--- src/hw/rtl/bmci_pkg.sv ---
`timescale 1ns / 1ps
`default_nettype none
package bmci_pkg;

  // Default number of significant program ROM bank bits
  localparam int PRG_BANK_BITS_DEF = 6;

  // Register file commands
  localparam logic [3:0] CMD_MIRROR   = 4'hC;
  localparam logic [3:0] CMD_IRQ_CTRL = 4'hD;
  localparam logic [3:0] CMD_CNT_LO   = 4'hE;
  localparam logic [3:0] CMD_CNT_HI   = 4'hF;

  // CPU address regions (address bits 15:13)
  localparam logic [2:0] REGION_CMD  = 3'b100;
  localparam logic [2:0] REGION_DATA = 3'b101;

  // Program target codes
  localparam logic [1:0] TGT_ROM     = 2'd0;
  localparam logic [1:0] TGT_RAM     = 2'd1;
  localparam logic [1:0] TGT_OPEN    = 2'd2;
  localparam logic [1:0] TGT_NONCART = 2'd3;

  // $6000 window modes (prg bank 0, bits 7:6)
  localparam logic [1:0] WMODE_OPEN = 2'b01;
  localparam logic [1:0] WMODE_RAM  = 2'b11;

  // Mirroring modes
  localparam logic [1:0] MIR_VERT = 2'd0;
  localparam logic [1:0] MIR_HORZ = 2'd1;
  localparam logic [1:0] MIR_ONE0 = 2'd2;

  localparam logic [15:0] CNT_RESET = 16'hFFFF;

  typedef struct packed {
    logic [15:0] cpu_address;
    logic        cpu_is_write;
    logic [7:0]  cpu_wdata;
    logic [13:0] ppu_address;
  } cyc_word_t;

  typedef struct packed {
    logic [1:0]  prg_target;
    logic [18:0] prg_address;
    logic [17:0] chr_address;
    logic        is_nametable;
    logic        nametable_a10;
    logic        irq_level;
  } res_word_t;

endpackage
`default_nettype wire

--- src/hw/rtl/bank_mapper_cycle_irq.sv ---
// An accepted bus-cycle word is held in the input register, its result word in
// the result register. Throughput: one word per cycle unless res_ready stalls;
// the register update and address translation for a word sit between the two.
// Reset (synchronous, rst high): banks, command, mirroring and IRQ control
// clear, the IRQ counter loads $FFFF and both pipeline stages empty.
`timescale 1ns / 1ps
`default_nettype none
module bank_mapper_cycle_irq #(
  parameter int PRG_BANK_BITS = bmci_pkg::PRG_BANK_BITS_DEF
) (
  input  wire                  clk,
  input  wire                  rst,
  input  wire                  cyc_valid,
  output logic                 cyc_ready,
  input  bmci_pkg::cyc_word_t  cyc,
  output logic                 res_valid,
  input  wire                  res_ready,
  output bmci_pkg::res_word_t  res
);
  import bmci_pkg::*;

  localparam logic [8:0] BANK_MASK_W = 9'((10'd1 << PRG_BANK_BITS) - 10'd1);
  localparam logic [7:0] BANK_MASK   = BANK_MASK_W[7:0];

  // Mapper state
  logic [3:0]  command_reg;
  logic [7:0]  chr_banks [8];
  logic [7:0]  prg_banks [4];
  logic [1:0]  mirror_mode;
  logic [15:0] irq_count;
  logic [7:0]  irq_ctrl;
  logic        irq_pending;

  // Pipeline registers
  logic       s1_valid;
  cyc_word_t  s1;
  logic       s1_move;

  assign s1_move   = s1_valid && (!res_valid || res_ready);
  assign cyc_ready = !s1_valid || s1_move;

  always_ff @(posedge clk) begin
    if (rst) begin
      s1_valid <= 1'b0;
    end else if (cyc_ready) begin
      s1_valid <= cyc_valid;
    end
    if (cyc_ready && cyc_valid) begin
      s1 <= cyc;
    end
  end

  // Register write decode
  logic [2:0]  region;
  logic        wr_cmd, wr_data;
  logic [3:0]  command_next;
  logic [7:0]  chr_next [8];
  logic [7:0]  prg_next [4];
  logic [1:0]  mirror_next;
  logic [7:0]  ctrl_w, irq_ctrl_next;
  logic [15:0] cnt_w, irq_count_next;
  logic        pend_w, irq_pending_next;

  assign region  = s1.cpu_address[15:13];
  assign wr_cmd  = s1.cpu_is_write && (region == REGION_CMD);
  assign wr_data = s1.cpu_is_write && (region == REGION_DATA);

  always_comb begin
    command_next = command_reg;
    chr_next     = chr_banks;
    prg_next     = prg_banks;
    mirror_next  = mirror_mode;
    ctrl_w       = irq_ctrl;
    cnt_w        = irq_count;
    pend_w       = irq_pending;
    if (wr_cmd) begin
      command_next = s1.cpu_wdata[3:0];
    end
    if (wr_data) begin
      if (!command_reg[3]) begin
        chr_next[command_reg[2:0]] = s1.cpu_wdata;
      end else if (!command_reg[2]) begin
        prg_next[command_reg[1:0]] = s1.cpu_wdata;
      end else begin
        case (command_reg)
          CMD_MIRROR: mirror_next = s1.cpu_wdata[1:0];
          CMD_IRQ_CTRL: begin
            ctrl_w = s1.cpu_wdata;
            if (!s1.cpu_wdata[0]) pend_w = 1'b0;
          end
          CMD_CNT_LO: cnt_w = {irq_count[15:8], s1.cpu_wdata};
          CMD_CNT_HI: cnt_w = {s1.cpu_wdata, irq_count[7:0]};
          default: ;
        endcase
      end
    end

    // Cycle tick: count down when enabled; at zero, fire if IRQ enabled and disarm
    irq_count_next   = ctrl_w[7] ? cnt_w - 16'd1 : cnt_w;
    irq_ctrl_next    = ctrl_w;
    irq_pending_next = pend_w;
    if (irq_count_next == 16'd0) begin
      if (ctrl_w[0]) irq_pending_next = 1'b1;
      irq_ctrl_next = 8'd0;
    end
  end

  always_ff @(posedge clk) begin
    if (rst) begin
      command_reg <= 4'd0;
      for (int i = 0; i < 8; i++) chr_banks[i] <= 8'd0;
      for (int i = 0; i < 4; i++) prg_banks[i] <= 8'd0;
      mirror_mode <= MIR_VERT;
      irq_count   <= CNT_RESET;
      irq_ctrl    <= 8'd0;
      irq_pending <= 1'b0;
    end else if (s1_move) begin
      command_reg <= command_next;
      chr_banks   <= chr_next;
      prg_banks   <= prg_next;
      mirror_mode <= mirror_next;
      irq_count   <= irq_count_next;
      irq_ctrl    <= irq_ctrl_next;
      irq_pending <= irq_pending_next;
    end
  end

  // Address translation on post-write register values
  res_word_t  res_next;
  logic [1:0] win;
  logic [7:0] rom_bank;
  logic [1:0] wmode;
  logic [7:0] chr_bank;

  always_comb begin
    res_next = '0;
    win      = s1.cpu_address[14:13];
    wmode    = prg_next[0][7:6];
    rom_bank = 8'hFF;
    chr_bank = chr_next[s1.ppu_address[12:10]];

    // CPU side
    res_next.prg_target = TGT_NONCART;
    if (s1.cpu_address[15]) begin
      if (win != 2'd3) rom_bank = prg_next[2'(win + 2'd1)];
      rom_bank = rom_bank & BANK_MASK;
      res_next.prg_target  = TGT_ROM;
      res_next.prg_address = {rom_bank[5:0], s1.cpu_address[12:0]};
    end else if (s1.cpu_address[14:13] == 2'b11) begin
      if (wmode == WMODE_OPEN) begin
        res_next.prg_target = TGT_OPEN;
      end else if (wmode == WMODE_RAM) begin
        res_next.prg_target  = TGT_RAM;
        res_next.prg_address = {6'd0, s1.cpu_address[12:0]};
      end else begin
        rom_bank = prg_next[0] & 8'h3F & BANK_MASK;
        res_next.prg_target  = TGT_ROM;
        res_next.prg_address = {rom_bank[5:0], s1.cpu_address[12:0]};
      end
    end

    // PPU side
    if (!s1.ppu_address[13]) begin
      res_next.chr_address = {chr_bank, s1.ppu_address[9:0]};
    end else begin
      res_next.is_nametable = 1'b1;
      case (mirror_next)
        MIR_VERT: res_next.nametable_a10 = s1.ppu_address[10];
        MIR_HORZ: res_next.nametable_a10 = s1.ppu_address[11];
        MIR_ONE0: res_next.nametable_a10 = 1'b0;
        default:  res_next.nametable_a10 = 1'b1;
      endcase
    end

    res_next.irq_level = irq_pending_next;
  end

  // Result register
  always_ff @(posedge clk) begin
    if (rst) begin
      res_valid <= 1'b0;
    end else if (!res_valid || res_ready) begin
      res_valid <= s1_valid;
    end
    if (s1_move) begin
      res <= res_next;
    end
  end

endmodule
`default_nettype wire

--- config.mk ---
export PLATFORM = sky130hd
export DESIGN_NAME = bank_mapper_cycle_irq
export DESIGN_NICKNAME = d
export VERILOG_FILES = /design/src/hw/rtl/bmci_pkg.sv /design/src/hw/rtl/bank_mapper_cycle_irq.sv
export SDC_FILE = /design/constraint.sdc
export NUM_CORES = 1
export LEC_CHECK = 0
export ABC_AREA = 0
export BUFFER_PORTS_ARGS = -buffer_cell sky130_fd_sc_hd__buf_2
export CORE_MARGIN = 5
export CORE_UTILIZATION = 35
export CTS_CLUSTER_DIAMETER = 80
export DETAILED_ROUTE_END_ITERATION = 6
export PLACE_DENSITY_LB_ADDON = 0.25
export SKIP_CTS_REPAIR_TIMING = 1
export SYNTH_ARGS = -nofsm -noshare
export SYNTH_HDL_FRONTEND = slang
export SYNTH_SLANG_ARGS = --single-unit
--- constraint.sdc ---
create_clock -name clk -period 4.82 [get_ports clk]
set_clock_uncertainty 0.1 [all_clocks]
set_input_delay 0.964 -clock clk [delete_from_list [all_inputs] [get_ports clk]]
set_output_delay 0.964 -clock clk [all_outputs]
set_load 0.02 [all_outputs]
==> results by group <==
CTS
  – Clock root cell: clkbuf_16
  – CTS max path bufs: 2
  – Clk Latency, worst-skew pair: 440 ps
  – Clock-pin slew on the worst setup and hold paths: 80 ps
  – CTS tree: done
  – Clock sinks: 198
  – H-tree depth: 4
  – Cts bufs inserted: 17

Worst setup path
  – Crit. Startpoint: command_reg[0]
  – Crit path max fanout: 20
  – Startpoint Class: register
  – Register-to-register setup slack: 710 ps
  – FF-to-FF Start: command_reg[0]
  – Worst setup EP type: register
  – Critical path class: reg2reg
  – Critical Path RT: 5060 ps
  – Crit path DAT: roughly 4400 ps

Yosys
  – Compound-Gate Fraction of Synth Area: 14.3%
  – Sequential fraction of the synthesis area: about half
  – Mapped Nets: 983
  – Mapped Area: 0.00941 mm^2
  – Synth cell types: 61
  – Commonest register cell after synthesis: dfxtp_1
  – #FFs+latches synth: 198
  – Mux cell area share after synthesis: between 10 and 15%
  – Synth async-reset ratio: 0%
  – Combinational family with the most area after synthesis: simple AND/OR/NAND/NOR gates
  – Mapped Cells: roughly 940
  – Post-synthesis simple-gate area fraction: between 15 and 20%
  – Synth Area in Adders: 0.532%
  – Synth Area per Inst: roughly 10 um^2
  – Post-synthesis xor/xnor area fraction: less than 1%
  – Ys Warns: 0
  – Number of flops mapped to enable cells by yosys: 81

STA
  – Final setup violation count: 0
  – Period utilization: 85.3%
  – RSZ-0062 raised after global routing: false
  – Minimum clock period: just over 4000 ps
  – Max_slew headroom: 18.4%
  – Transition time of the tightest slew-check pin: about 1200 ps
  – Final Hold Viols: 0
  – FMAX: 243 MHz
  – Setup tns final: 0 ps
  – Final number of max-transition violations: 0
  – Worst setup margin: 707 ps

Global route
  – First-pass GRT wire length: between 30000 and 40000 um
  – Global Route Usage Sum: 16.4%
  – Vias in the first global route: ~7000
  – Gr ovfl total: 0
  – Largest net degree at the start of global routing: 83
  – Initial antenna violation count: 0

Floorplan
  – Die Ht: roughly 170 um
  – Ports: 87
  – Core area: roughly 0.027 mm^2
  – Core Rows: 60
  – Total Die Area: 0.0303 mm^2
  – Initial core utilization: 35.2%
  – Chip Width: 174 um

Finish
  – Nets: slightly above 1000
  – Non-filler instance count after layout: 1346
  – Fin area: 0.0108 mm^2
  – Layout cell share with drive strength beyond 1: approximately 15%
  – ANT cells: 0
  – Most common cell after layout, fill and taps aside: nor2_1
  – Commonest non-fill, non-tap cells in the layout: nor2_1 (154), dfxtp_1 (117), mux2i_1 (102)
  – Max reg flops: 64
  – Area Growth Syn to Fin: 14.7%
  – Biggest regs: chr_banks: 64 flops, res: 42 flops, s1: 36 flops
  – Fill cells: roughly 2600
  – Area of the multi-input gates: between 0.004 and 0.005 mm^2
  – Reg area: around 0.0048 mm^2
  – Reg with most FFs: chr_banks

Power and ir drop
  – Static leakage: 3.77 nW
  – PD cells: 331 mW/mm^2
  – VDD IR-drop max: around 0.23 mV

Drt
  – DR vias: around 7400
  – DR vias/cell: roughly 5.5
  – WL final: 25200 um
  – Post-route ant nets: 0
  – Post-route DRC: 0
  – Pre-antenna DRT Iters: 6
  – DR WL/cell: 18.7 um
  – Initial DRC count: 763

Status
  – Run status: finished, final reports clean

Place
  – Area post-placement: 0.0102 mm^2
  – Port-buffer cells: 86
  – Placed insts: 1314
  – Dpl ws: 773 ps
  – Final Wtd Congestion: 0.898
  – Dpl hpwl: 16900 um

Worst hold path
  – Hold path start: prg_banks[30]
  – Hold WC Path Type: reg2reg

Run
  – Max_cap viols: 0
==> synthesized netlist by cell type (6+ instances only) <==
| cell type | count | share of area [%] |
|---|---|---|
| nor2_1 | 154 | 6.1 |
| dfxtp_1 | 117 | 25 |
| mux2i_1 | 102 | 11 |
| edfxtp_1 | 81 | 26 |
| clkbuf_1 | 62 | 2.5 |
| nand2_1 | 62 | 2.5 |
| a21oi_1 | 50 | 2.7 |
| a222oi_1 | 34 | 3.6 |
| nor3_1 | 25 | 1.3 |
| and2_1 | 19 | 1.3 |
| o21ai_0 | 17 | 0.90 |
| inv_1 | 15 | 0.60 |
| nand3_1 | 14 | 0.74 |
| nor2b_1 | 13 | 0.86 |
| a22oi_1 | 12 | 0.96 |
| nand2b_1 | 11 | 0.73 |
| a211oi_1 | 10 | 0.80 |
| and3_1 | 10 | 0.66 |
| mux4_2 | 8 | 1.9 |
| nand4_1 | 7 | 0.47 |
| o22ai_1 | 7 | 0.47 |
| nand3b_1 | 6 | 0.48 |
| o21a_1 | 6 | 0.48 |
==> final cells by class <==
class | instances | share of cell area, %
Clock buffer | 21 | 4.57
Timing Repair Buffer | 110 | 5.68
Inverter | 15 | 0.522
Tap cell | 341 | 3.95
Clock inverter | 11 | 1.31
Multi-Input combinational cell | 650 | 39.7
Sequential cell | 198 | 44.2
==> cell families after synthesis <==
kind of cell               count (synthesis)
DFF                                      198
buffers and inverters                     88
muxes                                    111
adders and majority gates                  4
and+or+nand+nor                          341
xor gates and xnor gates                   9
AOI/OAI and AO/OA                        185
==> per-layer routing <==
| metal | global-route usage, % | share of wire, % |
|---|---|---|
| met4 | 4.75 | 2.0 |
| met1 | 22.9 | 46 |
| met5 | 0 | 0 |
| met2 | 26.0 | 47 |
| met3 | 3.02 | 5.2 |
==> worst paths after layout <==
| kind | to | depth (start not counted) |
|---|---|---|
| min | prg_banks[30] | 2 |
| max reg2reg | irq_pending | 11 |
| min reg2reg | prg_banks[30] | 2 |
| max | irq_pending | 11 |
==> where the power goes <==
part | switching [mW] | leakage [nW] | total, mW | internal (mW)
clock | 0.681 | 0.316 | 1.52 | 0.836
sequential | 0.0337 | 1.72 | 1.83 | 1.79
combinational | 0.156 | 1.74 | 0.226 | 0.0700
total | 0.871 | 3.77 | 3.57 | 2.70
==> critical path, cell delays in order (launching register included) <==
cell and delay (ps):
dfxtp_1 730, and3b_1 340, nand2_1 140, mux2i_1 320, ha_1 280, nand4_1 230
a222oi_1 660, xor2_1 220, o2111a_1 200, nand4_1 160, o31a_1 350, a2111oi_2 270
==> through the flow <==
| step | hold WS, ps | power (mW) | utilization, % |
|---|---|---|---|
| after floorplan | 324 | 2.00 | - |
| after global placement | 350 | 2.09 | 38.0 |
| after detailed placement | 359 | 2.09 | 38.0 |
| after CTS | 371 | 3.60 | 40.4 |
| after global routing | 396 | 3.70 | 40.4 |
| final | 366 | 3.57 | 40.4 |
(Power assumes the default switching activity.)
